[src/rtl/rts_pkg.sv]
package rts_pkg;

   localparam int MAX_COLS      = 8;
   localparam int MAX_ROWS      = 8;
   localparam int MAX_TILE_LOG2 = 11;

   localparam int LOG2_W  = 4;
   localparam int COUNT_W = 4;
   localparam int CSR_IDX_W = 3;
   localparam int CSR_DAT_W = 4;
   localparam int COORD_W = 15;
   localparam int SIZE_W  = MAX_TILE_LOG2 + 1;
   localparam int OFF_W   = MAX_TILE_LOG2;
   localparam int FIX_W   = 17;
   localparam int FRAC_W  = 16;
   localparam int POS_W   = 16;
   localparam int IDX_W   = 6;
   localparam int COL_W   = $clog2(MAX_COLS);
   localparam int ROW_W   = $clog2(MAX_ROWS);
   localparam int SH_W    = 5;

   localparam logic [CSR_IDX_W-1:0] CSR_INNER_W_LOG2 = 3'd0;
   localparam logic [CSR_IDX_W-1:0] CSR_INNER_H_LOG2 = 3'd1;
   localparam logic [CSR_IDX_W-1:0] CSR_EDGE_W_LOG2  = 3'd2;
   localparam logic [CSR_IDX_W-1:0] CSR_EDGE_H_LOG2  = 3'd3;
   localparam logic [CSR_IDX_W-1:0] CSR_TILE_COLS    = 3'd4;
   localparam logic [CSR_IDX_W-1:0] CSR_TILE_ROWS    = 3'd5;

   // Grid setup after clamping to the supported ranges.
   typedef struct packed {
      logic [LOG2_W-1:0]  iwl;
      logic [LOG2_W-1:0]  ihl;
      logic [LOG2_W-1:0]  ewl;
      logic [LOG2_W-1:0]  ehl;
      logic [COUNT_W-1:0] cols;
      logic [COUNT_W-1:0] rows;
   } cfg_type;

   typedef struct packed {
      logic load;
      logic row_load;
      logic piece_take;
      logic row_next;
      logic flush;
   } cmd_type;

   typedef struct packed {
      logic empty;
      logic y_done;
      logic row_ok;
      logic col_ok;
   } status_type;

   function automatic logic [LOG2_W-1:0] clamp_log2(input logic [LOG2_W-1:0] v);
      logic [LOG2_W-1:0] lim;
      lim = LOG2_W'(MAX_TILE_LOG2);
      return (v > lim) ? lim : v;
   endfunction

   function automatic logic [COUNT_W-1:0] clamp_count(input logic [COUNT_W-1:0] v,
                                                      input logic [COUNT_W-1:0] lim);
      logic [COUNT_W-1:0] r;
      if (v == '0) begin
         r = COUNT_W'(1);
      end else if (v > lim) begin
         r = lim;
      end else begin
         r = v;
      end
      return r;
   endfunction

   // Offset over tile size in 16-bit fraction fixed point; exact for a power-of-two size.
   function automatic logic [FIX_W-1:0] to_fix(input logic [SIZE_W-1:0] off,
                                               input logic [LOG2_W-1:0] lg);
      logic [FIX_W+SIZE_W-1:0] wide;
      logic [SH_W-1:0]         sh;
      sh   = SH_W'(FRAC_W) - SH_W'(lg);
      wide = (FIX_W+SIZE_W)'(off) << sh;
      return wide[FIX_W-1:0];
   endfunction

endpackage

[src/rtl/rts_csr.sv]
module rts_csr
   import rts_pkg::*;
(
   input  logic                 clock,
   input  logic                 reset,
   input  logic                 csr_valid,
   output logic                 csr_ready,
   input  logic [CSR_IDX_W-1:0] csr_index,
   input  logic [CSR_DAT_W-1:0] csr_wdata,
   output cfg_type              cfg
);

   logic [LOG2_W-1:0]  iwl_ff, ihl_ff, ewl_ff, ehl_ff;
   logic [COUNT_W-1:0] cols_ff, rows_ff;

   assign csr_ready = 1'b1;

   always_ff @(posedge clock) begin
      if (reset) begin
         iwl_ff  <= LOG2_W'(6);
         ihl_ff  <= LOG2_W'(6);
         ewl_ff  <= LOG2_W'(6);
         ehl_ff  <= LOG2_W'(6);
         cols_ff <= COUNT_W'(1);
         rows_ff <= COUNT_W'(1);
      end else if (csr_valid && csr_ready) begin
         unique case (csr_index)
            CSR_INNER_W_LOG2: iwl_ff  <= csr_wdata;
            CSR_INNER_H_LOG2: ihl_ff  <= csr_wdata;
            CSR_EDGE_W_LOG2:  ewl_ff  <= csr_wdata;
            CSR_EDGE_H_LOG2:  ehl_ff  <= csr_wdata;
            CSR_TILE_COLS:    cols_ff <= csr_wdata;
            CSR_TILE_ROWS:    rows_ff <= csr_wdata;
            default: ;
         endcase
      end
   end

   always_comb begin
      cfg.iwl  = clamp_log2(iwl_ff);
      cfg.ihl  = clamp_log2(ihl_ff);
      cfg.ewl  = clamp_log2(ewl_ff);
      cfg.ehl  = clamp_log2(ehl_ff);
      cfg.cols = clamp_count(cols_ff, COUNT_W'(MAX_COLS));
      cfg.rows = clamp_count(rows_ff, COUNT_W'(MAX_ROWS));
   end

endmodule

[src/rtl/rts_ctrl.sv]
module rts_ctrl
   import rts_pkg::*;
(
   input  logic       clock,
   input  logic       reset,
   input  logic       start,
   output logic       busy,
   input  status_type st,
   output cmd_type    cmd
);

   typedef enum logic [1:0] {
      IDLE,
      ROW,
      COL,
      FLUSH
   } state_type;

   state_type state_ff, state_in;
   logic      busy_ff, busy_in;

   always_comb begin
      state_in = state_ff;
      busy_in  = busy_ff;
      cmd      = '0;
      unique case (state_ff)
         IDLE: begin
            if (start) begin
               cmd.load = 1'b1;
               busy_in  = 1'b1;
               state_in = ROW;
            end
         end
         ROW: begin
            if (st.empty || st.y_done || !st.row_ok) begin
               state_in = FLUSH;
            end else begin
               cmd.row_load = 1'b1;
               state_in     = COL;
            end
         end
         COL: begin
            if (st.col_ok) begin
               cmd.piece_take = 1'b1;
            end else begin
               cmd.row_next = 1'b1;
               state_in     = ROW;
            end
         end
         FLUSH: begin
            cmd.flush = 1'b1;
            busy_in   = 1'b0;
            state_in  = IDLE;
         end
         default: state_in = IDLE;
      endcase
   end

   always_ff @(posedge clock) begin
      if (reset) begin
         state_ff <= IDLE;
         busy_ff  <= 1'b0;
      end else begin
         state_ff <= state_in;
         busy_ff  <= busy_in;
      end
   end

   assign busy = busy_ff;

endmodule

[src/rtl/rts_datapath.sv]
module rts_datapath
   import rts_pkg::*;
(
   input  logic                     clock,
   input  logic                     reset,
   input  cfg_type                  cfg,
   input  cmd_type                  cmd,
   output status_type               st,
   input  logic [COORD_W-2:0]       req_src_left,
   input  logic [COORD_W-2:0]       req_src_top,
   input  logic [COORD_W-1:0]       req_src_width,
   input  logic [COORD_W-1:0]       req_src_height,
   input  logic signed [POS_W-1:0]  req_dest_x,
   input  logic signed [POS_W-1:0]  req_dest_y,
   output logic                     rsp_valid,
   output logic [IDX_W-1:0]         rsp_tile_index,
   output logic signed [POS_W-1:0]  rsp_piece_x,
   output logic signed [POS_W-1:0]  rsp_piece_y,
   output logic [SIZE_W-1:0]        rsp_piece_w,
   output logic [SIZE_W-1:0]        rsp_piece_h,
   output logic [FIX_W-1:0]         rsp_u_start,
   output logic [FIX_W-1:0]         rsp_v_start,
   output logic [FIX_W-1:0]         rsp_u_end,
   output logic [FIX_W-1:0]         rsp_v_end,
   output logic                     rsp_last_piece
);

   // Rectangle registers, loaded when a word is accepted.
   logic [COORD_W-1:0] left_ff, top_ff, right_ff, bottom_ff;
   logic [POS_W-1:0]   dx_ff, dy_ff;
   logic               empty_ff;
   logic [COORD_W-1:0] x_ff, y_ff;

   // Current tile row.
   logic [ROW_W-1:0]  ty_ff;
   logic [SIZE_W-1:0] ph_ff;
   logic [POS_W-1:0]  row_py_ff;
   logic [FIX_W-1:0]  row_v0_ff, row_v1_ff;

   // Piece held back until it is known whether another one follows.
   logic              pend_ff;
   logic [IDX_W-1:0]  pend_idx_ff;
   logic [POS_W-1:0]  pend_px_ff, pend_py_ff;
   logic [SIZE_W-1:0] pend_w_ff, pend_h_ff;
   logic [FIX_W-1:0]  pend_u0_ff, pend_v0_ff, pend_u1_ff, pend_v1_ff;

   logic              out_valid_ff, out_last_ff;
   logic [IDX_W-1:0]  out_idx_ff;
   logic [POS_W-1:0]  out_px_ff, out_py_ff;
   logic [SIZE_W-1:0] out_w_ff, out_h_ff;
   logic [FIX_W-1:0]  out_u0_ff, out_v0_ff, out_u1_ff, out_v1_ff;

   // Row evaluation at y.
   logic [COORD_W-1:0] ty_full;
   logic [ROW_W-1:0]   ty_lo;
   logic               row_last;
   logic [LOG2_W-1:0]  thl;
   logic [SIZE_W-1:0]  th;
   logic [OFF_W-1:0]   mask_h, offy;
   logic [COORD_W-1:0] rest_h;
   logic [SIZE_W-1:0]  room_h, ph;

   // Column evaluation at x.
   logic [COORD_W-1:0] tx_full;
   logic [COL_W-1:0]   tx_lo;
   logic               col_last;
   logic [LOG2_W-1:0]  twl;
   logic [SIZE_W-1:0]  tw;
   logic [OFF_W-1:0]   mask_w, offx;
   logic [COORD_W-1:0] rest_w;
   logic [SIZE_W-1:0]  room_w, pw;
   logic [IDX_W-1:0]   tile_idx;
   logic               emit;

   always_comb begin
      ty_full  = y_ff >> cfg.ihl;
      ty_lo    = ty_full[ROW_W-1:0];
      row_last = (COUNT_W'(ty_lo) == cfg.rows - COUNT_W'(1));
      thl      = row_last ? cfg.ehl : cfg.ihl;
      th       = SIZE_W'(1) << thl;
      mask_h   = ~({OFF_W{1'b1}} << cfg.ihl);
      offy     = y_ff[OFF_W-1:0] & mask_h;
      rest_h   = bottom_ff - y_ff;
      room_h   = th - SIZE_W'(offy);
      ph       = (rest_h > COORD_W'(room_h)) ? room_h : rest_h[SIZE_W-1:0];

      tx_full  = x_ff >> cfg.iwl;
      tx_lo    = tx_full[COL_W-1:0];
      col_last = (COUNT_W'(tx_lo) == cfg.cols - COUNT_W'(1));
      twl      = col_last ? cfg.ewl : cfg.iwl;
      tw       = SIZE_W'(1) << twl;
      mask_w   = ~({OFF_W{1'b1}} << cfg.iwl);
      offx     = x_ff[OFF_W-1:0] & mask_w;
      rest_w   = right_ff - x_ff;
      room_w   = tw - SIZE_W'(offx);
      pw       = (rest_w > COORD_W'(room_w)) ? room_w : rest_w[SIZE_W-1:0];
      tile_idx = IDX_W'(ty_ff) * IDX_W'(cfg.cols) + IDX_W'(tx_lo);

      st.empty  = empty_ff;
      st.y_done = (y_ff >= bottom_ff);
      st.row_ok = (ty_full < COORD_W'(cfg.rows)) && (SIZE_W'(offy) < th);
      st.col_ok = (x_ff < right_ff) && (tx_full < COORD_W'(cfg.cols))
                  && (SIZE_W'(offx) < tw);

      emit = pend_ff && (cmd.piece_take || cmd.flush);
   end

   always_ff @(posedge clock) begin
      if (reset) begin
         pend_ff      <= 1'b0;
         out_valid_ff <= 1'b0;
      end else begin
         out_valid_ff <= emit;
         if (cmd.flush) begin
            pend_ff <= 1'b0;
         end else if (cmd.piece_take) begin
            pend_ff <= 1'b1;
         end
      end
   end

   always_ff @(posedge clock) begin
      if (cmd.load) begin
         left_ff   <= COORD_W'(req_src_left);
         top_ff    <= COORD_W'(req_src_top);
         right_ff  <= COORD_W'(COORD_W'(req_src_left) + req_src_width);
         bottom_ff <= COORD_W'(COORD_W'(req_src_top) + req_src_height);
         dx_ff     <= req_dest_x;
         dy_ff     <= req_dest_y;
         empty_ff  <= (req_src_width == '0) || (req_src_height == '0);
         y_ff      <= COORD_W'(req_src_top);
      end
      if (cmd.row_load) begin
         ty_ff     <= ty_lo;
         ph_ff     <= ph;
         row_py_ff <= dy_ff + POS_W'(y_ff - top_ff);
         row_v0_ff <= to_fix(SIZE_W'(offy), thl);
         row_v1_ff <= to_fix(SIZE_W'(offy) + ph, thl);
         x_ff      <= left_ff;
      end
      if (cmd.row_next) begin
         y_ff <= y_ff + COORD_W'(ph_ff);
      end
      if (cmd.piece_take) begin
         pend_idx_ff <= tile_idx;
         pend_px_ff  <= dx_ff + POS_W'(x_ff - left_ff);
         pend_py_ff  <= row_py_ff;
         pend_w_ff   <= pw;
         pend_h_ff   <= ph_ff;
         pend_u0_ff  <= to_fix(SIZE_W'(offx), twl);
         pend_u1_ff  <= to_fix(SIZE_W'(offx) + pw, twl);
         pend_v0_ff  <= row_v0_ff;
         pend_v1_ff  <= row_v1_ff;
         x_ff        <= x_ff + COORD_W'(pw);
      end
      if (emit) begin
         out_last_ff <= cmd.flush;
         out_idx_ff  <= pend_idx_ff;
         out_px_ff   <= pend_px_ff;
         out_py_ff   <= pend_py_ff;
         out_w_ff    <= pend_w_ff;
         out_h_ff    <= pend_h_ff;
         out_u0_ff   <= pend_u0_ff;
         out_v0_ff   <= pend_v0_ff;
         out_u1_ff   <= pend_u1_ff;
         out_v1_ff   <= pend_v1_ff;
      end
   end

   assign rsp_valid      = out_valid_ff;
   assign rsp_last_piece = out_last_ff;
   assign rsp_tile_index = out_idx_ff;
   assign rsp_piece_x    = out_px_ff;
   assign rsp_piece_y    = out_py_ff;
   assign rsp_piece_w    = out_w_ff;
   assign rsp_piece_h    = out_h_ff;
   assign rsp_u_start    = out_u0_ff;
   assign rsp_v_start    = out_v0_ff;
   assign rsp_u_end      = out_u1_ff;
   assign rsp_v_end      = out_v1_ff;

endmodule

[src/rtl/rect_tile_splitter.sv]
// Rectangle to texture tile splitter.
// A rectangle word is taken when start is high and busy is low. The block
// walks the tile grid row by row and, within a row, column by column, and
// sends one result word per covered tile on the rsp_ ports. rsp_valid is
// high for exactly one cycle per word and the word must be taken then; the
// receiver has no way to stall the block. The final word of a rectangle
// carries rsp_last_piece; an empty rectangle, or one wholly outside the
// grid, gives no word at all.
// busy stays high while a taken rectangle is walked. Each tile row has a
// setup step and a closing step, with one piece per cycle between them.
// A piece is held until the next piece is taken or the walk is flushed,
// so that its last flag is known; its word appears in the following
// cycle. busy falls in the cycle that shows the last word, so the next
// rectangle may start right then.
// Grid registers are written through the csr_ port; the user must do so
// only while the block is idle, which the block does not enforce. Reset
// returns them to 64x64 tiles on a 1x1 grid and drops any walk in progress.
module rect_tile_splitter
   import rts_pkg::*;
(
   input  logic                     clock,
   input  logic                     reset,
   input  logic                     start,
   output logic                     busy,
   input  logic [COORD_W-2:0]       req_src_left,
   input  logic [COORD_W-2:0]       req_src_top,
   input  logic [COORD_W-1:0]       req_src_width,
   input  logic [COORD_W-1:0]       req_src_height,
   input  logic signed [POS_W-1:0]  req_dest_x,
   input  logic signed [POS_W-1:0]  req_dest_y,
   output logic                     rsp_valid,
   output logic [IDX_W-1:0]         rsp_tile_index,
   output logic signed [POS_W-1:0]  rsp_piece_x,
   output logic signed [POS_W-1:0]  rsp_piece_y,
   output logic [SIZE_W-1:0]        rsp_piece_w,
   output logic [SIZE_W-1:0]        rsp_piece_h,
   output logic [FIX_W-1:0]         rsp_u_start,
   output logic [FIX_W-1:0]         rsp_v_start,
   output logic [FIX_W-1:0]         rsp_u_end,
   output logic [FIX_W-1:0]         rsp_v_end,
   output logic                     rsp_last_piece,
   input  logic                     csr_valid,
   output logic                     csr_ready,
   input  logic [CSR_IDX_W-1:0]     csr_index,
   input  logic [CSR_DAT_W-1:0]     csr_wdata
);

   cfg_type    cfg;
   cmd_type    cmd;
   status_type st;

   rts_csr u_csr (
      .clock     (clock),
      .reset     (reset),
      .csr_valid (csr_valid),
      .csr_ready (csr_ready),
      .csr_index (csr_index),
      .csr_wdata (csr_wdata),
      .cfg       (cfg)
   );

   rts_ctrl u_ctrl (
      .clock (clock),
      .reset (reset),
      .start (start),
      .busy  (busy),
      .st    (st),
      .cmd   (cmd)
   );

   rts_datapath u_dp (
      .clock          (clock),
      .reset          (reset),
      .cfg            (cfg),
      .cmd            (cmd),
      .st             (st),
      .req_src_left   (req_src_left),
      .req_src_top    (req_src_top),
      .req_src_width  (req_src_width),
      .req_src_height (req_src_height),
      .req_dest_x     (req_dest_x),
      .req_dest_y     (req_dest_y),
      .rsp_valid      (rsp_valid),
      .rsp_tile_index (rsp_tile_index),
      .rsp_piece_x    (rsp_piece_x),
      .rsp_piece_y    (rsp_piece_y),
      .rsp_piece_w    (rsp_piece_w),
      .rsp_piece_h    (rsp_piece_h),
      .rsp_u_start    (rsp_u_start),
      .rsp_v_start    (rsp_v_start),
      .rsp_u_end      (rsp_u_end),
      .rsp_v_end      (rsp_v_end),
      .rsp_last_piece (rsp_last_piece)
   );

endmodule

[config.mk]
export PLATFORM = sky130hd
export DESIGN_NAME = rect_tile_splitter
export DESIGN_NICKNAME = d
export VERILOG_FILES = /design/src/rtl/rts_pkg.sv /design/src/rtl/rts_csr.sv /design/src/rtl/rts_ctrl.sv /design/src/rtl/rts_datapath.sv /design/src/rtl/rect_tile_splitter.sv
export SDC_FILE = /design/constraint.sdc
export NUM_CORES = 1
export LEC_CHECK = 0
export BUFFER_PORTS_ARGS = -buffer_cell sky130_fd_sc_hd__buf_2
export CORE_MARGIN = 5
export CORE_UTILIZATION = 50
export CTS_CLUSTER_SIZE = 10
export DETAILED_ROUTE_END_ITERATION = 8
export GPL_TIMING_DRIVEN = 1
export HOLD_SLACK_MARGIN = 0.12
export PLACE_DENSITY = 0.79
export SYNTH_ARGS = -nofsm -noshare
export SYNTH_HDL_FRONTEND = slang
export SYNTH_SLANG_ARGS = --single-unit
[constraint.sdc]
create_clock -name clock -period 11.83 [get_ports clock]
set_clock_uncertainty 0.15 [all_clocks]
set_input_delay 2.366 -clock clock [delete_from_list [all_inputs] [get_ports clock]]
set_output_delay 2.366 -clock clock [all_outputs]
set_load 0.05 [all_outputs]
==> results.sh, run 1 <==
export IMPL_synth_edf_count=447
export IMPL_setup_viol=0
export IMPL_grt_pass1_wl_mm=112
export IMPL_die_h_um=248
export IMPL_dr_pass1_iters=6
export IMPL_grt_overflow_total=0
export IMPL_combPwrFrac=0.271
export IMPL_p_seq_frac=0.408
export IMPL_arrival_ps=11200
export IMPL_wl_mm=71.1
export IMPL_cts_sinks=476
export IMPL_antenna_found_initial=3
export IMPL_cts_tree="yes"
export IMPL_internal_power_mw=3.31
export IMPL_cts_buffer_depth=3
export IMPL_placed_area_sq_mm=0.0304
export IMPL_wl_per_cell_um=19.8
export IMPL_cp_end_kind="flip-flop"
export IMPL_p_sw_mw=1.44
export IMPL_r2r_slack_ps=830
export IMPL_portBuffers=233
export IMPL_start_kind="flip-flop"
export IMPL_numCtsBuffers=55
export IMPL_io_pins=235
export IMPL_clock_latency_ps=630
export IMPL_fin_area_sq_mm=0.0320
export IMPL_maxCapViolations=0
export IMPL_finalMaxSlewViolations=0
export IMPL_crit_type="reg -> reg"
export IMPL_slew_headroom=0.217
export IMPL_synthDistinctLibCells=94
export IMPL_netlist_area_sq_mm=0.0284
export IMPL_hpwlAfterDp_mm=54.1
export IMPL_start_util=0.504
export IMPL_cpMostUsedCell="a21oi_1"
export IMPL_switching_share=0.304
export IMPL_timing_final_crit_share=0.930
export IMPL_viasPerCell=5.71
export IMPL_max_freq_ghz=0.0909
export IMPL_hold_class="reg -> reg"
export IMPL_postLayoutCoreUtil=0.568
export IMPL_rsz0062_at_grt="false"
export IMPL_syn_nets=2896
export IMPL_syn_area_per_cell_sq_um=11.2
export IMPL_die_area_sq_mm=0.0617
export IMPL_drive_gt1_frac=0.147
export IMPL_num_rows=87
export IMPL_grt_pass1_vias=20649
export IMPL_drt_antenna_violating_nets=0
export IMPL_status="completed"
export IMPL_synth_seq_cells=476
export IMPL_tightest_slew_ps=1170
export IMPL_finalSetupTns_ps=0
export IMPL_max_stage_delay_ps=580
export IMPL_leakage_nw=12.9
export IMPL_power_share_clock=0.321
export IMPL_grt_max_degree=83
export IMPL_grt_usage=0.228
export IMPL_ys_flop_type="edfxtp_1"
export IMPL_hold_buffers=0
export IMPL_post_route_drc_count=0
export IMPL_critPathRequiredTime_ps=12020
export IMPL_synthArstFlopShare=0
export IMPL_slowest_stage="mux4_2"
export IMPL_synth_cells=2544
export IMPL_dieWidth_um=248
export IMPL_cts_root_buf="clkbuf_16"
export IMPL_core_sq_mm=0.0564
export IMPL_path_clk_slew_ps=60
export IMPL_critPathMaxFanout=22
export IMPL_cts_max_level=2
export IMPL_synth_seq_area_share=0.493
export IMPL_nets=3146
export IMPL_drt_iter0_markers=1551
export IMPL_area_growth_pct=12.7
export IMPL_yosys_warnings=0
export IMPL_finalWeightedCongestion=0.943
export IMPL_finalCriticalPeriod_ps=11000
export IMPL_hold_viol=0
export IMPL_via_count=20511
export IMPL_pwr_density_cell_mw_per_mm2=149
export IMPL_irDropWorstVdd_mv=0.114
what timing repair did:
action | 4_1_cts | 5_1_grt
buffers inserted | 0 | 4
resized for setup | 0 | 2
setup endpoints to repair | 0 | 15
registers in the layout, summed over array words and instances (netlist names), 17 cells and up:
register	cells
u_dp.pend_u0_ff	17
u_dp.pend_u1_ff	17
u_dp.pend_v0_ff	17
u_dp.pend_v1_ff	17
u_dp.row_v0_ff	17
u_dp.row_v1_ff	17
u_dp.rsp_u_end	17
u_dp.rsp_u_start	17
u_dp.rsp_v_end	17
u_dp.rsp_v_start	17
cell usage in the layout, fill, tap and decap left out, types with 45 or more instances in the layout:
cell type / instances
mux2i_1: 66
nor2b_1: 48
buf_2: 233
xnor2_1: 103
a21oi_1: 154
a21o_1: 47
o21ai_0: 114
nand2_1: 174
inv_1: 261
nor3_1: 45
clkbuf_16: 55
ha_1: 209
nor2_1: 222
edfxtp_1: 447
routing by layer:
metal / part of all wire / vias to the layer above / global-route usage
met1: 0.40 / 9881 / 0.285
li1: - / 9759 / -
met5: 0.00038 / - / 0
met3: 0.060 / 175 / 0.0343
met4: 0.034 / 4 / 0.0717
met2: 0.51 / 692 / 0.409
cell type report:
class                   count  area [sq um]
diodes                      1          2.50
clock buffers              93          1520
clock inverters             7          76.3
fillers                  4814         24400
inverters                 266          1000
multi-input cells        1736         13100
flip-flops and latches    476         14000
well taps                 756           946
repair buffers            259          1360
critical path, delay by kind of cell, from the launching register on:
family,cells,cell delay [ps]
mux,3,1140
buf+inv,5,930
fa+ha+maj,7,2060
flops,1,420
compound gates,20,4040
simple gates,9,1580
xor+xnor,2,390
final timing paths:
check | from | to | cells past startpoint
max reg2reg | u_csr.iwl_ff[1] | u_dp.x_ff[12] | 46
min reg2reg | u_dp.pend_u1_ff[9] | u_dp.rsp_u_end[9] | 0
max | u_csr.iwl_ff[1] | u_dp.x_ff[12] | 46
min | u_dp.pend_u1_ff[9] | u_dp.rsp_u_end[9] | 0
cells in the mapped netlist (all sizes together) (37+ instances only):
master	count	share of area
ha	209	0.092
clkbuf	37	0.0049
xnor2	104	0.032
nand2	175	0.023
nand3	41	0.0072
nor2	224	0.030
fa	42	0.030
nor3	46	0.0085
a21o	47	0.012
inv	266	0.035
mux2i	69	0.026
mux2	39	0.015
o21ai	123	0.022
a21oi	160	0.030
edfxtp	447	0.47
nor2b	49	0.011
cells by family after synthesis:
| kind of cell | count (synthesis) | share of synthesized area |
|---|---|---|
| adder cells (fa/ha/maj) | 252 | 0.122 |
| other | 1 | 0.000132 |
| multiplexers | 130 | 0.0585 |
| XOR/XNOR | 132 | 0.0412 |
| buffers and inverters | 332 | 0.0469 |
| AND/OR/NAND/NOR | 677 | 0.113 |
| AO/OA/AOI/OAI | 544 | 0.126 |
| flip-flops | 476 | 0.493 |
power groups by stage:
stage	Sequential, mW	Clock [mW]	Combinational [mW]
after floorplan	1.97	0	0.961
after global placement	1.97	0	1.22
after detailed placement	1.98	0	1.26
after CTS	1.94	1.57	1.28
after global routing	1.94	1.63	1.43
final	1.94	1.53	1.29
per-stage QoR:
step           hold WS (ps)  std cells  setup WS, ps  power (mW)
4_1_cts                 260       3589           460        4.78
5_1_grt                 266       3594          26.5        5.00
3_5_place_dp            255       3489           512        3.24
6_report                259       3594           826        4.76
3_3_place_gp            251       3489           951        3.20
2_1_floorplan           250       2544          1800        2.93
Note: power is estimated with default switching activity, not from simulation.
==> run 2: changes to the inputs <==
==> constraint.sdc (replaced) <==
create_clock -name clock -period 11.83 [get_ports clock]
set_clock_uncertainty 0.15 [all_clocks]
set_input_delay 0.5915 -clock clock [delete_from_list [all_inputs] [get_ports clock]]
set_output_delay 0.5915 -clock clock [all_outputs]
set_load 0.05 [all_outputs]
==> run 2 against run 1 <==
Combinational power barely moved. Core utilization rose by 1.1 points. Die area did not move. Sequential power barely moved. Critical path depth rose by 2. Sequential share of layout area fell by 0.84 points. First-iteration DRC count fell by 3.7%. Power rose by 0.65%. Flip-flop and latch count did not move. Cell count rose by 1.8%. Worst hold slack got worse by 88 ps.
==> results.sh, run 2 (synthesis results as in run 1) <==
export IMPL_status="completed"
export IMPL_critPathMaxFanout=22
export IMPL_num_rows=87
export IMPL_hpwlAfterDp_mm=54.1
export IMPL_slew_headroom=0.242
export IMPL_post_route_drc_count=0
export IMPL_cts_root_buf="clkbuf_16"
export IMPL_grt_overflow_total=0
export IMPL_timing_final_ws_setup_ps=837
export IMPL_hold_viol=0
export IMPL_hold_path_depth=2
export IMPL_drt_iter0_markers=1493
export IMPL_core_sq_mm=0.0564
export IMPL_path_clk_slew_ps=60
export IMPL_irDropWorstVdd_mv=0.115
export IMPL_start_util=0.504
export IMPL_viasPerCell=5.71
export IMPL_slowest_stage="mux4_2"
export IMPL_die_h_um=248
export IMPL_placed_area_sq_mm=0.0304
export IMPL_grt_usage=0.232
export IMPL_drt_antenna_violating_nets=0
export IMPL_rsz0062_at_grt="false"
export IMPL_met1_length_mm=28.8
export IMPL_cts_tree="yes"
export IMPL_maxCapViolations=0
export IMPL_final_cell_mix="edfxtp_1 (447), inv_1 (261), buf_2 (233)"
export IMPL_hold_slack_ps=171
export IMPL_pwr_density_cell_mw_per_mm2=147
export IMPL_nets=3209
export IMPL_finalWeightedCongestion=0.943
export IMPL_hold_class="in -> reg"
export IMPL_met3_length_mm=3.98
export IMPL_area_growth_pct=14.9
export IMPL_grt_max_degree=83
export IMPL_setup_viol=0
export IMPL_via_count=20867
export IMPL_arrival_ps=11260
export IMPL_die_area_sq_mm=0.0617
export IMPL_leakage_nw=13.1
export IMPL_numCtsBuffers=55
export IMPL_top_layer="met5"
export IMPL_grt_pass1_wl_mm=114
export IMPL_finalMaxSlewViolations=0
export IMPL_cts_buffer_depth=3
export IMPL_portBuffers=233
export IMPL_cpMostUsedCell="a21oi_1"
export IMPL_timing_final_crit_share=0.929
export IMPL_wl_met2_mm=37.1
export IMPL_critPathRequiredTime_ps=12100
export IMPL_cts_sinks=476
export IMPL_cts_max_level=2
export IMPL_finalCriticalPeriod_ps=10990
export IMPL_tightest_slew_ps=1140
export IMPL_dr_pass1_iters=5
export IMPL_wl_per_cell_um=19.8
export IMPL_clock_latency_ps=630
export IMPL_grt_pass1_vias=21023
export IMPL_final_common_cell="edfxtp_1"
export IMPL_drive_gt1_frac=0.144
export IMPL_dieWidth_um=248
export IMPL_finalSetupTns_ps=0
export IMPL_r2r_cells=48
export IMPL_cp_end_kind="flip-flop"
export IMPL_post_place_ws_ps=512
export IMPL_max_stage_delay_ps=580
export IMPL_io_pins=235
export IMPL_fin_area_sq_mm=0.0327
export IMPL_max_freq_ghz=0.0910
export IMPL_antenna_found_initial=2
export IMPL_wl_mm=72.6
export IMPL_crit_type="reg -> reg"
export IMPL_start_kind="flip-flop"
==> run 2: cell count changes in the layout (fill, tap and decap cells not counted) <==
cell and delta:
dlygate4sd3_1 +63
==> run 2: layer usage <==
layer  up-vias  global-route usage
li1       9886                   -
met3       191              0.0345
met2       715               0.421
met5         -                   0
met1     10071               0.286
met4         4              0.0755
==> run 2: final timing paths <==
| path | from | to | slack [ps] |
|---|---|---|---|
| setup / recovery | u_csr.iwl_ff[1] | u_dp.pend_u1_ff[10] | 840 |
| hold / removal | csr_wdata[0] | u_csr.cols_ff[0] | 170 |
| setup reg to reg | u_csr.iwl_ff[1] | u_dp.pend_u1_ff[10] | 840 |
| hold reg to reg | u_dp.pend_u1_ff[9] | u_dp.rsp_u_end[9] | 260 |
==> run 2: area by class of cell <==
cell class	count	area [sq um]
fillers	4736	23700
inverters	266	1000
well taps	756	946
repair buffers	322	1990
diodes	1	2.50
multi-input cells	1736	13100
clock inverters	7	76.3
flip-flops and latches	476	14000
clock buffers	93	1520
==> run 2: critical path: cells and delay by family, from the launching register on <==
kind / cells / cell delay (ps)
multiplexers: 3 / 1010
AO/OA/AOI/OAI: 19 / 3950
adder cells (fa/ha/maj): 7 / 2130
buffers and inverters: 6 / 980
AND/OR/NAND/NOR: 11 / 1790
XOR/XNOR: 2 / 350
flip-flops: 1 / 430
==> run 2: metrics by stage <==
| step | utilization | power (mW) | cells |
|---|---|---|---|
| floorplan | - | 2.93 | 2544 |
| global route | 0.579 | 5.03 | 3656 |
| detailed placement | 0.539 | 3.24 | 3489 |
| CTS | 0.579 | 4.80 | 3652 |
| global placement | 0.539 | 3.20 | 3489 |
| finish | 0.579 | 4.79 | 3657 |
==> run 2: what timing repair did <==
item / 4_1_cts / 5_1_grt
buffers inserted: 0 / 4
resized for setup: 0 / 2
endpoints found under the setup margin: 0 / 15
hold buffers: 63 / 0
hold endpoints to repair: 67 / 0
==> run 2: where the power goes <==
group          switching [mW]  internal (mW)  leakage [nW]
clock network           0.663          0.870         0.754
logic                   0.768          0.544          8.09
registers              0.0307           1.91          4.29
==> run 3: changes to the inputs <==
--- a/config.mk
+++ b/config.mk
@@ -12,7 +12,7 @@
 export DETAILED_ROUTE_END_ITERATION = 8
 export GPL_TIMING_DRIVEN = 1
 export HOLD_SLACK_MARGIN = 0.12
-export PLACE_DENSITY = 0.79
+export PLACE_DENSITY = 0.77
 export SYNTH_ARGS = -nofsm -noshare
 export SYNTH_HDL_FRONTEND = slang
 export SYNTH_SLANG_ARGS = --single-unit
==> constraint.sdc (replaced) <==
create_clock -name clock -period 10.25 [get_ports clock]
set_clock_uncertainty 0.15 [all_clocks]
set_input_delay 0.5125 -clock clock [delete_from_list [all_inputs] [get_ports clock]]
set_output_delay 0.5125 -clock clock [all_outputs]
set_load 0.05 [all_outputs]
==> run 3 against run 2 <==
Power grew 18%. Global-route usage rose by 0.71 points. Flip-flop and latch count did not move. Wire length up 2.4%. Worst hold slack better by 75 ps.
==> results.sh, run 3 (synthesis results as in run 1) <==
export IMPL_worstHoldStart="reset"
export IMPL_grt_pass1_wl_mm=116
export IMPL_arrival_ps=9840
export IMPL_io_pins=235
export IMPL_cp_end_kind="flip-flop"
export IMPL_leakage_nw=13.4
export IMPL_hpwlAfterDp_mm=55.1
export IMPL_grt_met3_usage=0.0347
export IMPL_hold_class="in -> reg"
export IMPL_dr_pass1_iters=6
export IMPL_switching_share=0.301
export IMPL_status="completed"
export IMPL_path_clk_slew_ps=60
export IMPL_hold_viol=0
export IMPL_crit_buf_inv=5
export IMPL_clock_latency_ps=610
export IMPL_num_rows=87
export IMPL_viasPerCell=5.71
export IMPL_max_stage_delay_ps=500
export IMPL_crit_type="reg -> reg"
export IMPL_post_route_drc_count=0
export IMPL_grt_overflow_total=0
export IMPL_irDropWorstVdd_mv=0.121
export IMPL_worstReg2RegStart="u_csr.ihl_ff[2]"
export IMPL_pwr_density_cell_mw_per_mm2=170
export IMPL_post_place_ws_ps=11.5
export IMPL_cpMostUsedCell="ha_1"
export IMPL_fin_cells=3696
export IMPL_dieWidth_um=248
export IMPL_slew_headroom=0.196
export IMPL_nets=3245
export IMPL_maxCapViolations=0
export IMPL_final_common_cell="edfxtp_1"
export IMPL_cts_tree="yes"
export IMPL_final_cell_mix="edfxtp_1 (447), inv_1 (260), buf_2 (233)"
export IMPL_met1_usage=0.298
export IMPL_drive_gt1_frac=0.162
export IMPL_antenna_found_initial=4
export IMPL_numCtsBuffers=56
export IMPL_grt_pass1_vias=21461
export IMPL_cts_max_level=2
export IMPL_via_count=21097
export IMPL_area_growth_pct=16.7
export IMPL_setup_viol=0
export IMPL_die_area_sq_mm=0.0617
export IMPL_drt_antenna_violating_nets=0
export IMPL_finalMaxSlewViolations=0
export IMPL_start_kind="flip-flop"
export IMPL_timing_final_crit_share=0.939
export IMPL_max_freq_ghz=0.104
export IMPL_cts_buffer_depth=3
export IMPL_wl_mm=74.3
export IMPL_combPwrFrac=0.272
export IMPL_core_sq_mm=0.0564
export IMPL_p_seq_frac=0.398
export IMPL_drt_iter0_markers=1692
export IMPL_critPathMaxFanout=14
export IMPL_portBuffers=233
export IMPL_die_h_um=248
export IMPL_crit_start="u_csr.ihl_ff[2]"
export IMPL_grt_max_degree=151
export IMPL_tightest_slew_ps=1210
export IMPL_met2_usage=0.430
export IMPL_wl_per_cell_um=20.1
export IMPL_timing_final_ws_setup_ps=626
export IMPL_cts_root_buf="clkbuf_16"
export IMPL_nFillCells=4702
export IMPL_finalWeightedCongestion=0.923
export IMPL_power_share_clock=0.330
export IMPL_start_util=0.504
export IMPL_p_sw_mw=1.69
export IMPL_slowest_stage="mux4_2"
export IMPL_dp_cells=3514
export IMPL_crit_family="compound AO/OA/AOI/OAI gates"
export IMPL_top_usage_layer="met2"
export IMPL_internal_power_mw=3.94
export IMPL_cts_sinks=476
export IMPL_grt_usage=0.239
export IMPL_finalCriticalPeriod_ps=9620
export IMPL_postLayoutCoreUtil=0.588
export IMPL_critPathRequiredTime_ps=10460
==> run 3: changes by cell type in the layout (fill, tap and decap cells not counted), moves of 4 or more <==
| cell | before | now |
|---|---|---|
| dfxtp_4 | 0 | 7 |
| dfxtp_1 | 28 | 21 |
| clkbuf_16 | 55 | 59 |
| buf_4 | 26 | 54 |
==> run 3: cell type report <==
class | instances | area [sq um] | area share
flip-flops and latches | 476 | 14000 | 0.423
multi-input cells | 1736 | 13200 | 0.398
repair buffers | 357 | 2300 | 0.0695
clock buffers | 95 | 1610 | 0.0486
inverters | 266 | 1000 | 0.0302
well taps | 756 | 946 | 0.0285
clock inverters | 7 | 68.8 | 0.00208
diodes | 3 | 7.51 | 0.000226
==> run 3: power groups by stage <==
| stage | combinational, mW | clock, mW | sequential, mW |
|---|---|---|---|
| 6_report | 1.53 | 1.86 | 2.24 |
| 5_1_grt | 1.70 | 1.98 | 2.24 |
| 4_1_cts | 1.50 | 1.90 | 2.24 |
| 3_5_place_dp | 1.47 | 0 | 2.28 |
| 3_3_place_gp | 1.43 | 0 | 2.28 |
| 2_1_floorplan | 1.11 | 0 | 2.27 |
==> run 3: per-stage QoR <==
step	total power [mW]	hold WS [ps]	TNS [ps]	instance area [sq um]
after global placement	3.71	250	0	30600
final	5.63	246	0	33200
after floorplan	3.38	250	0	28400
after CTS	5.64	190	0	32900
after global routing	5.92	230	-3.39	33200
after detailed placement	3.75	255	0	30600
==> run 3: per-layer routing <==
metal | vias to the layer above | part of all wire | routed length [um]
met5 | - | 0.00015 | 11
met4 | 2 | 0.035 | 2610
met3 | 166 | 0.059 | 4350
met2 | 706 | 0.51 | 37700
met1 | 10266 | 0.40 | 29600
li1 | 9957 | - | -
==> run 3: final timing paths <==
path                       endpoint  slack, ps  cells past startpoint
max              u_dp.row_v1_ff[13]        630                     46
min                 u_csr.iwl_ff[3]        250                      2
max reg2reg      u_dp.row_v1_ff[13]        630                     46
min reg2reg  u_dp.rsp_tile_index[1]        260                      0
==> run 3: repair_timing <==
action,in CTS,in global routing
setup endpoints to repair,1,33
hold buffers,66,0
setup buffers,0,11
hold endpoints to repair,87,0
resized for setup,1,38
pin swaps,0,8
